### src/sv/lfsa_pkg.sv
`default_nettype none
// ----------------------------------------------------------------------------
// lfsa_pkg
// Shared widths, codes, control structs and a helper for the slot allocator.
// ----------------------------------------------------------------------------
package lfsa_pkg;

    // field widths
    localparam int CMD_W    = 2;
    localparam int ID_W     = 10;
    localparam int HANDLE_W = 32;
    localparam int STATUS_W = 2;

    // default pool size
    localparam int LFSA_SLOTS = 1024;

    // bitmap word geometry
    localparam int WORD_W = 32;
    localparam int BIT_W  = 5;

    // command codes
    localparam logic [CMD_W-1:0] CMD_ALLOC    = 2'd0;
    localparam logic [CMD_W-1:0] CMD_REGISTER = 2'd1;
    localparam logic [CMD_W-1:0] CMD_FREE     = 2'd2;
    localparam logic [CMD_W-1:0] CMD_LOOKUP   = 2'd3;

    // status codes
    localparam logic [STATUS_W-1:0] STAT_OK     = 2'd0;
    localparam logic [STATUS_W-1:0] STAT_FULL   = 2'd1;
    localparam logic [STATUS_W-1:0] STAT_BAD_ID = 2'd2;

    // controller to datapath actions
    typedef struct packed {
        logic load;      // latch an input transfer
        logic clr;       // clear one bitmap word
        logic exec;      // decode item and issue first read
        logic scan;      // check one bitmap word for a free slot
        logic acc;       // finish register, free or lookup
        logic out_load;  // move result to output register
    } dp_cmd_t;

    // datapath to controller status
    typedef struct packed {
        logic is_alloc;
        logic exec_done;
        logic scan_done;
        logic clr_last;
        logic out_free;
    } dp_stat_t;

    // index of lowest zero bit in a bitmap word
    function automatic logic [BIT_W-1:0] lowest_zero(input logic [WORD_W-1:0] w);
        logic [BIT_W-1:0] r;
        r = '0;
        for (int i = WORD_W - 1; i >= 0; i--) begin
            if (!w[i]) begin
                r = BIT_W'(i);
            end
        end
        return r;
    endfunction

endpackage
`default_nettype wire

### src/sv/lfsa_ctrl.sv
`default_nettype none
// ----------------------------------------------------------------------------
// lfsa_ctrl
// Sequencer for the slot allocator: clearing pass, decode, bitmap scan,
// read-modify-write and result hand-off.
// ----------------------------------------------------------------------------
module lfsa_ctrl (
    input  wire logic               clk,
    input  wire logic               rst_n,
    input  wire logic               in_valid,
    output logic                    in_stall,
    input  wire lfsa_pkg::dp_stat_t stat,
    output lfsa_pkg::dp_cmd_t       dcmd
);
    import lfsa_pkg::*;

    localparam logic [2:0] ST_CLEAR = 3'd0;
    localparam logic [2:0] ST_IDLE  = 3'd1;
    localparam logic [2:0] ST_EXEC  = 3'd2;
    localparam logic [2:0] ST_SCAN  = 3'd3;
    localparam logic [2:0] ST_ACC   = 3'd4;
    localparam logic [2:0] ST_DONE  = 3'd5;

    logic [2:0] state_reg;
    logic [2:0] state_next;

    // input side is open only between items
    assign in_stall = (state_reg != ST_IDLE);

    // next state and datapath actions
    always_comb
    begin
        state_next = state_reg;
        dcmd       = '0;
        case (state_reg)
            ST_CLEAR:
            begin
                dcmd.clr = 1'b1;
                if (stat.clr_last)
                begin
                    state_next = ST_IDLE;
                end
            end
            ST_IDLE:
            begin
                if (in_valid)
                begin
                    dcmd.load  = 1'b1;
                    state_next = ST_EXEC;
                end
            end
            ST_EXEC:
            begin
                dcmd.exec = 1'b1;
                if (stat.exec_done)
                begin
                    state_next = ST_DONE;
                end
                else if (stat.is_alloc)
                begin
                    state_next = ST_SCAN;
                end
                else
                begin
                    state_next = ST_ACC;
                end
            end
            ST_SCAN:
            begin
                dcmd.scan = 1'b1;
                if (stat.scan_done)
                begin
                    state_next = ST_DONE;
                end
            end
            ST_ACC:
            begin
                dcmd.acc   = 1'b1;
                state_next = ST_DONE;
            end
            ST_DONE:
            begin
                if (stat.out_free)
                begin
                    dcmd.out_load = 1'b1;
                    state_next    = ST_IDLE;
                end
            end
            default:
            begin
                state_next = ST_IDLE;
            end
        endcase
    end

    // state register
    always_ff @(posedge clk or negedge rst_n)
    begin
        if (!rst_n)
        begin
            state_reg <= ST_CLEAR;
        end
        else
        begin
            state_reg <= state_next;
        end
    end

endmodule
`default_nettype wire

### config.mk
export PLATFORM = sky130hd
export DESIGN_NAME = lfsa_ctrl
export DESIGN_NICKNAME = d
export VERILOG_FILES = /design/src/sv/lfsa_pkg.sv /design/src/sv/lfsa_ctrl.sv
export SDC_FILE = /design/constraint.sdc
export NUM_CORES = 1
export LEC_CHECK = 0
export BUFFER_PORTS_ARGS = -buffer_cell sky130_fd_sc_hd__buf_2
export CORE_AREA = 2 2 39 41
export CTS_CLUSTER_DIAMETER = 100
export DETAILED_ROUTE_END_ITERATION = 6
export DIE_AREA = 0 0 41 43
export SKIP_CTS_REPAIR_TIMING = 1
export SYNTH_ARGS = -nofsm -noshare
export SYNTH_HDL_FRONTEND = slang
export SYNTH_SLANG_ARGS = --single-unit
### constraint.sdc
create_clock -name clk -period 0.95 [get_ports clk]
set_input_delay 0.19 -clock clk [delete_from_list [all_inputs] [get_ports clk]]
set_output_delay 0.19 -clock clk [all_outputs]
set_load 0.01 [all_outputs]
==> impl_metrics.csv, run 1 <==
group,metric,value,unit
status,status,"complete, but fails checks",
status,violations,"setup timing",
final_layout,syn2layout_area_growth,103,%
setup_path,slowest_stage,"dfrtp_2",
sta,slew_headroom,84.7,%
setup_path,worstSetupPathType,"reg2out",
die,die_area,1760,µm²
grt,grt_pass1_wl,752,µm
logic_synthesis,synth-simple-area-share,41.5,%
final_layout,instances_no_fill,68,
grt,grtUsageTotal,7.24,%
sta,worst_slew_pin_slew,0.227,ns
final_layout,largest_reg_flops,3,
sta,setup_viol,10,
placed_design,io_buffers,14,
sta,hold_violations,0,
setup_path,crit_required,0.76,ns
cts,cts.sinks,3,
placed_design,placed_cells,59,
drt,ant_nets,0,
logic_synthesis,synth_area_per_cell,8.47,µm²
drt,totalWireLength,639,µm
logic_synthesis,synthCells,26,
pwr,powerDensity,3050,nW/µm²
sta,setup_ws,-0.340,ns
sta,post-route-min-period,1.29,ns
final_layout,nets,61,
cts,clockBufferDepth,2,
sta,fmax,0.775,GHz
logic_synthesis,yosysWarnings,0,
cts,cts.htree.levels,1,
grt,antenna_found_initial,0,
cts,clk_latency,0.24,ns
drt,vias,265,
setup_path,critPathMaxFanout,5,
sta,skew,0.00602,ns
placed_design,finalWeightedCongestion,0.795,
final_layout,antenna_cells,0,
final_layout,final_core_util,32.4,%
sta,period_share,136,%
sta,drv_slew,0,
pwr,p_leak,0.221,nW
die,die_h,43,µm
placed_design,place_hpwl,437,µm
drt,first_pass_iters,4,
drt,drtIter0Drc,3,
final_layout,layout_common_cells,"buf_2, buf_4, clkbuf_4, buf_6",
run,cap_viol_max_count,0,
logic_synthesis,ys_ff_latch,3,
die,rows,14,
cts,cts_tree,"yes",
logic_synthesis,ys_types,18,
drt,routed_via_density,3.90,
logic_synthesis,synth_compound_area_share,17.0,%
die,ios,15,
logic_synthesis,yosysSeqAreaShare,34.1,%
die,die_w,41,µm
die,core,1380,µm²
logic_synthesis,syn_nets,34,
setup_path,start_kind,"flip-flop",
grt,grt_start_max_net_pins,9,
cts,root_buffer,"clkbuf_4",
logic_synthesis,synth-xor-area-share,0,%
setup_path,critPathMaxStageDelay,0.42,ns
grt,grt_pass1_vias,184,
setup_path,cp.arrival,1.10,ns
grt,grt_overflow_total,0,
logic_synthesis,synth_area,220,µm²
pwr,ir_drop,0.000808,V
setup_path,critPathCaptureType,"primary output",
drt,drc,0,
sta,rsz0062_at_grt,"true",
logic_synthesis,synth_top_family_by_area,"simple AND/OR/NAND/NOR gates",
logic_synthesis,yosysTopAreaCell,"dfrtp_1",
logic_synthesis,yosys.area.top_type_share,34.1,%
drt,routedWlPerCell,9.40,µm
cts,clk_pin_slew_worst_paths,0.04,ns
logic_synthesis,synthMuxAreaShare,0,%
worst_hold_path,hp-class,"in2reg",
logic_synthesis,ys_top_cells_by_area,"dfrtp_1, nand2b_1, o311ai_2, nor3b_2, a21oi_1",
final_layout,layout_commonest_cell,"buf_2",
setup_path,cp_cell_sequence,"buf_4 -> buf_6 -> nand2_1 -> buf_2",
final_layout,drive_gt1_share,67.3,%
cts,cts_inserted_buffers,3,
logic_synthesis,synth_fa_ha_area_share,0,%
die,start_util,15.9,%
critical path: cells and delay by family, from the launching register on:
family / cells / cell delay, ns
AND/OR/NAND/NOR: 1 / 0.05
flip-flops: 1 / 0.42
buffers and inverters: 3 / 0.39
cell usage after synthesis (all sizes together):
library cell  n
nand2b        3
o311ai        1
nor3          2
o22ai         1
nand2         2
and2          1
inv           1
nor3b         2
o21ai         1
nor2          2
a21oi         2
nor2b         1
and3b         1
buf           2
dfrtp         3
nor4          1
report_power, final:
part | internal (W) | switching, W
combinational | 0.000493 | 0.000359
clock | 0.000158 | 0.0000740
sequential | 0.000194 | 0.0000900
total | 0.000845 | 0.000523
kinds of logic (layout without fill, tap and decap cells):
logic type	after synthesis	in the layout
DFF	3	3
buffers and inverters	3	29
and+or+nand+nor	15	15
AOI/OAI and AO/OA	5	5
worst paths after layout:
kind                                   start           end  slack, ns  cells past startpoint
worst max-delay path            state_reg[0]      in_stall      -0.34                      4
worst min-delay path                 stat[1]  state_reg[0]       0.26                      3
worst max register to register  state_reg[0]  state_reg[1]      -0.24                      5
worst min register to register  state_reg[0]  state_reg[1]       0.65                      2
max in group asynchronous              rst_n  state_reg[2]       0.55                      2
min in group asynchronous              rst_n  state_reg[1]       0.27                      2
area by class of cell:
class / instances / area, µm²
flip-flops and latches: 3 / 77.6
inverters: 1 / 3.75
repair buffers: 24 / 159
clock buffers: 4 / 26.3
fillers: 148 / 936
well taps: 16 / 20.0
multi-input cells: 20 / 161
per-stage QoR:
step	worst slack [ns]	setup TNS (ns)	area (µm²)	hold WS (ns)	total power [W]
after floorplan	-0.0562	-0.160	236	-0.106	0.000662
after global placement	-0.123	-0.868	348	-0.00942	0.000898
after detailed placement	-0.135	-0.905	348	-0.00873	0.000899
after CTS	-0.363	-2.74	374	-0.266	0.00114
after global routing	-0.409	-3.30	448	0.274	0.00148
final	-0.340	-2.77	448	0.256	0.00137
metal layers:
layer | share of wire [%] | vias up | track usage, %
met5 | 0 | - | 0
met4 | 2.5 | 0 | 8.00
met2 | 42 | 13 | 6.88
li1 | - | 144 | -
met3 | 6.9 | 2 | 4.71
met1 | 49 | 106 | 9.39
Note: power is estimated with default switching activity, not from simulation.
==> inputs of run 2 (changes only) <==
--- a/config.mk
+++ b/config.mk
@@ -5,9 +5,11 @@
 export SDC_FILE = /design/constraint.sdc
 export NUM_CORES = 1
 export LEC_CHECK = 0
+export ABC_AREA = 1
 export BUFFER_PORTS_ARGS = -buffer_cell sky130_fd_sc_hd__buf_2
 export CORE_AREA = 2 2 39 41
 export CTS_CLUSTER_DIAMETER = 100
+export CTS_CLUSTER_SIZE = 30
 export DETAILED_ROUTE_END_ITERATION = 6
 export DIE_AREA = 0 0 41 43
 export SKIP_CTS_REPAIR_TIMING = 1
==> run 2 against run 1 <==
The flow still finishes with violations (setup timing). Clock skew down 0.00093 ns. Synthesized cell count grew 65%. Sequential cell count stayed put. Critical endpoint is now dcmd[0]. Highest routed layer unchanged.
==> impl_metrics.csv, run 2 <==
group,metric,value,unit
status,status,"complete, but fails checks",
cts,clk_latency,0.24,ns
drt,drc,0,
setup_path,start_kind,"flip-flop",
pwr,powerDensity,3190,nW/µm²
setup_path,reg2reg_depth,8,
sta,drv_slew,0,
logic_synthesis,synthCells,43,
final_layout,layout_commonest_cell,"buf_2",
final_layout,fillers,143,
drt,ant_nets,0,
drt,first_pass_iters,4,
die,core,1380,µm²
logic_synthesis,syn_nets,51,
grt,grt_start_max_net_pins,9,
placed_design,io_buffers,14,
sta,worst_slew_pin_slew,0.195,ns
drt,drtIter0Drc,6,
final_layout,nets,83,
cts,root_buffer,"clkbuf_4",
drt,totalWireLength,925,µm
die,rows,14,
logic_synthesis,ys.flop_type,"dfrtp_1",
sta,fin_hold_ws,0.272,ns
sta,slew_headroom,86.9,%
grt,grt_pass1_vias,297,
die,ios,15,
logic_synthesis,synth_edf_count,0,
placed_design,place_hpwl,560,µm
cts,clockBufferDepth,2,
worst_hold_path,hp-class,"in2async",
setup_path,cp.arrival,1.16,ns
logic_synthesis,synth_area_per_cell,5.85,µm²
setup_path,critPathCaptureType,"primary output",
placed_design,placed_cells,78,
cts,cts_tree,"yes",
sta,rsz0062_at_grt,"true",
setup_path,r2r_slack,-0.24,ns
setup_path,worstSetupPathType,"reg2out",
logic_synthesis,yosysSeqAreaShare,29.9,%
logic_synthesis,ys_top_cells_by_area,"dfrtp_1, nand2_1, nor2_1, inv_1, nand3_1",
cts,cts_inserted_buffers,3,
pwr,p_leak,0.298,nW
sta,setup_viol,10,
logic_synthesis,yosysMostFrequentCell,"nand2_1",
grt,antenna_found_initial,0,
logic_synthesis,synth-simple-area-share,49.3,%
logic_synthesis,synth_area,251,µm²
die,die_h,43,µm
cts,clk_pin_slew_worst_paths,0.04,ns
sta,hold_violations,0,
final_layout,final_core_util,39.1,%
pwr,ir_drop,0.000989,V
final_layout,drive_gt1_share,67.6,%
placed_design,finalWeightedCongestion,0.695,
die,start_util,18.2,%
status,violations,"setup timing",
logic_synthesis,ys_types,12,
logic_synthesis,synth_top_family_by_area,"simple AND/OR/NAND/NOR gates",
logic_synthesis,yosys-top-cells-count,"nand2_1, nor2_1, inv_1, nand3_1, dfrtp_1",
logic_synthesis,yosysWarnings,0,
grt,grt_pass1_wl,1.12,mm
drt,routedWlPerCell,10.3,µm
sta,skew,0.00509,ns
logic_synthesis,ys_ff_latch,3,
grt,grt_overflow_total,0,
logic_synthesis,synth-xor-area-share,0,%
die,die_area,1760,µm²
die,die_w,41,µm
logic_synthesis,yosys.area.top_type_share,29.9,%
sta,setup_ws,-0.396,ns
final_layout,layout_common_cells,"buf_2, buf_4, nand2_1, inv_1",
drt,vias,367,
drt,routed_via_density,4.08,
final_layout,instances_no_fill,90,
logic_synthesis,synth_compound_area_share,8.96,%
setup_path,critPathMaxFanout,6,
final_layout,largest_reg_flops,3,
sta,period_share,142,%
logic_synthesis,synth_fa_ha_area_share,0,%
sta,fmax,0.743,GHz
grt,grtUsageTotal,9.86,%
run,cap_viol_max_count,0,
cts,cts.sinks,3,
setup_path,crit_required,0.76,ns
logic_synthesis,synthArstFlopShare,100,%
final_layout,antenna_cells,0,
logic_synthesis,yosysTopAreaCell,"dfrtp_1",
cts,cts.htree.levels,1,
final_layout,syn2layout_area_growth,115,%
logic_synthesis,synthMuxAreaShare,0,%
sta,post-route-min-period,1.35,ns
==> run 2: critical path, stage by stage, from the launching register on <==
cell,delay (ns)
dfrtp_1,0.41
inv_4,0.08
nor4_4,0.25
buf_2,0.17
==> run 2: kinds of logic (layout without fill, tap and decap cells) <==
| kind of cell | count (synthesis) | in the layout |
|---|---|---|
| DFF | 3 | 3 |
| and+or+nand+nor | 29 | 29 |
| AOI/OAI and AO/OA | 3 | 3 |
| buffers and inverters | 8 | 39 |
==> run 2: layer usage <==
metal  track usage (%)  share of wire, %  wire [µm]  vias to the layer above
li1                  -                 -          -                      193
met1              11.7                41        383                      162
met2              13.8                52        483                       10
met3              3.14               3.9         36                        2
met4              8.00               2.4         22                        0
met5                 0                 0          0                        -
==> run 2: layout make-up <==
| cell class | instances | area (µm²) | share of cell area [%] |
|---|---|---|---|
| Multi-Input combinational cell | 32 | 211 | 39.1 |
| Timing Repair Buffer | 27 | 170 | 31.5 |
| Sequential cell | 3 | 77.6 | 14.4 |
| Inverter | 8 | 35.0 | 6.48 |
| Clock buffer | 4 | 26.3 | 4.86 |
| Tap cell | 16 | 20.0 | 3.70 |
==> run 2: through the flow <==
step | power (W) | area [µm²] | setup WS (ns) | setup TNS, ns
6_report | 0.00172 | 541 | -0.396 | -3.07
5_1_grt | 0.00186 | 541 | -0.472 | -3.62
4_1_cts | 0.00134 | 429 | -0.442 | -3.08
3_5_place_dp | 0.00109 | 403 | -0.175 | -1.20
3_3_place_gp | 0.00109 | 403 | -0.168 | -1.10
2_1_floorplan | 0.000782 | 275 | -0.0935 | -0.419
==> run 2: power by group <==
group / leakage [nW] / internal (W) / switching [W]
registers: 0.0352 / 0.000195 / 0.000102
logic: 0.247 / 0.000571 / 0.000617
clock network: 0.0150 / 0.000158 / 0.0000794
==> run 2: final timing paths <==
kind	from	end
min reg2reg	state_reg[0]	state_reg[0]
min in group clk	stat[2]	state_reg[1]
max	state_reg[2]	dcmd[0]
max reg2reg	state_reg[0]	state_reg[0]
max in group asynchronous	rst_n	state_reg[0]
min	rst_n	state_reg[2]
==> inputs of run 3 (changes only) <==
--- a/config.mk
+++ b/config.mk
@@ -12,7 +12,8 @@
 export CTS_CLUSTER_SIZE = 30
 export DETAILED_ROUTE_END_ITERATION = 6
 export DIE_AREA = 0 0 41 43
-export SKIP_CTS_REPAIR_TIMING = 1
+export GPL_ROUTABILITY_DRIVEN = 1
+export PLACE_DENSITY = 0.44
 export SYNTH_ARGS = -nofsm -noshare
 export SYNTH_HDL_FRONTEND = slang
 export SYNTH_SLANG_ARGS = --single-unit
==> run 3 against run 2 <==
The flow still finishes with violations (setup timing). Hold slack improved by 0.012 ns. Cell count did not move. Via count rose by 5.2%. Wire length fell by 8.3%. Total power fell by 3.9%. Largest cell class unchanged.
==> impl_metrics.csv, run 3 (synthesized netlist as in run 2, its figures left out) <==
group,metric,value,unit
sta,worst_slew_pin_slew,0.184,ns
drt,routedWlPerCell,9.42,µm
setup_path,crit_required,0.76,ns
final_layout,regArea,77.6,µm²
pwr,p_total,0.00165,W
die,die_w,41,µm
setup_path,crit-reg2reg-launch,"state_reg[2]",
cts,cts_inserted_buffers,3,
sta,slew_headroom,87.7,%
grt,antenna_found_initial,0,
drt,routed_via_density,4.29,
pwr,powerDensity,3100,nW/µm²
cts,clk_pin_slew_worst_paths,0.04,ns
grt,grt_start_max_net_pins,7,
sta,drv_slew,0,
drt,drtIter0Drc,2,
final_layout,drive_gt1_share,66.2,%
worst_hold_path,hp-class,"in2async",
sta,post-route-min-period,1.30,ns
drt,vias,386,
cts,cts.sinks,3,
die,rows,14,
sta,period_share,137,%
final_layout,antenna_cells,0,
final_layout,layout_commonest_cell,"buf_2",
die,die_h,43,µm
pwr,p_leak,0.300,nW
grt,grt_overflow_total,0,
drt,drc,0,
sta,fmax,0.771,GHz
final_layout,largest_reg_flops,3,
sta,fin_hold_ws,0.284,ns
final_layout,fillers,155,
die,start_util,18.2,%
die,core,1380,µm²
setup_path,slowest_stage,"dfrtp_1",
drt,totalWireLength,848,µm
setup_path,cp_cell_sequence,"inv_2 -> nand2_1 -> nor2_4 -> buf_2",
grt,grt_pass1_vias,361,
placed_design,io_buffers,14,
cts,cts_tree,"yes",
sta,rsz0062_at_grt,"true",
pwr,ir_drop,0.000834,V
die,ios,15,
sta,hold_violations,0,
run,cap_viol_max_count,0,
final_layout,final_area,533,µm²
final_layout,syn2layout_area_growth,112,%
final_layout,nets,83,
setup_path,endpoint,"dcmd[3]",
cts,clockBufferDepth,2,
setup_path,r2r_slack,-0.24,ns
placed_design,dpl_cell_area,395,µm²
setup_path,cp.arrival,1.11,ns
die,die_area,1760,µm²
drt,first_pass_iters,2,
setup_path,worstSetupPathType,"reg2out",
sta,finalSetupTns,-3.01,ns
grt,grt_pass1_wl,1.37,mm
setup_path,critPathMaxFanout,6,
sta,setup_ws,-0.347,ns
final_layout,layout_common_cells,"buf_2, buf_4, nand2_1, nor2_4, inv_1",
placed_design,place_hpwl,576,µm
cts,root_buffer,"clkbuf_4",
final_layout,multi_input_area,209,µm²
cts,cts.htree.levels,1,
setup_path,critPathCaptureType,"primary output",
setup_path,crit_start,"state_reg[2]",
setup_path,critPathMaxStageDelay,0.39,ns
status,violations,"setup timing",
setup_path,timing.rr.end,"state_reg[0]",
placed_design,finalWeightedCongestion,0.783,
sta,skew,0.00130,ns
grt,grtUsageTotal,11.7,%
sta,setup_viol,10,
final_layout,final_core_util,38.5,%
setup_path,start_kind,"flip-flop",
status,status,"complete, but fails checks",
setup_path,reg2reg_depth,8,
cts,clk_latency,0.23,ns
drt,ant_nets,0,
-- run 3: how the worst min path moves through the flow --
stage | start | end | depth (start not counted)
4_1_cts | rst_n | state_reg[2] | 2
3_3_place_gp | rst_n | state_reg[2] | 1
6_report | rst_n | state_reg[2] | 2
2_1_floorplan | rst_n | state_reg[0] | 0
5_1_grt | rst_n | state_reg[2] | 2
3_5_place_dp | rst_n | state_reg[2] | 1
-- run 3: timing repair --
action,CTS,global route
buffers inserted,7,1
hold buffers,1,0
endpoints found under the hold margin,3,0
pin swaps,4,1
cloned,0,0
setup endpoints to repair,10,10
gates resized for setup,11,3
-- run 3: area by class of cell --
type	count	area share [%]
well taps	16	3.76
repair buffers	27	31.9
clock buffers	4	4.93
inverters	8	5.63
flip-flops and latches	3	14.6
multi-input cells	32	39.2
-- run 3: worst max-delay path: cells and delay by family (launching register included) --
kind / cells / cell delay [ns]
buffers and inverters: 2 / 0.25
flip-flops: 1 / 0.39
AND/OR/NAND/NOR: 2 / 0.23
-- run 3: per-stage QoR --
step	instances	setup slack [ns]
6_report	90	-0.347
5_1_grt	90	-0.418
4_1_cts	89	-0.346
3_5_place_dp	77	-0.153
3_3_place_gp	77	-0.169
2_1_floorplan	43	-0.0935
-- run 3: metal layers --
layer	up-vias	GRT usage [%]	routed length [µm]	share of wire (%)
li1	194	-	-	-
met1	183	12.9	321	38
met2	7	18.4	480	57
met3	2	4.71	37	4.4
met4	0	6.00	8	0.94
met5	-	0	0	0
-- run 3: report_power, final --
part / switching [W] / leakage [nW] / internal, W
Sequential: 0.0000962 / 0.0352 / 0.000195
Clock: 0.0000672 / 0.0150 / 0.000157
Combinational: 0.000599 / 0.249 / 0.000539
Total: 0.000763 / 0.300 / 0.000892
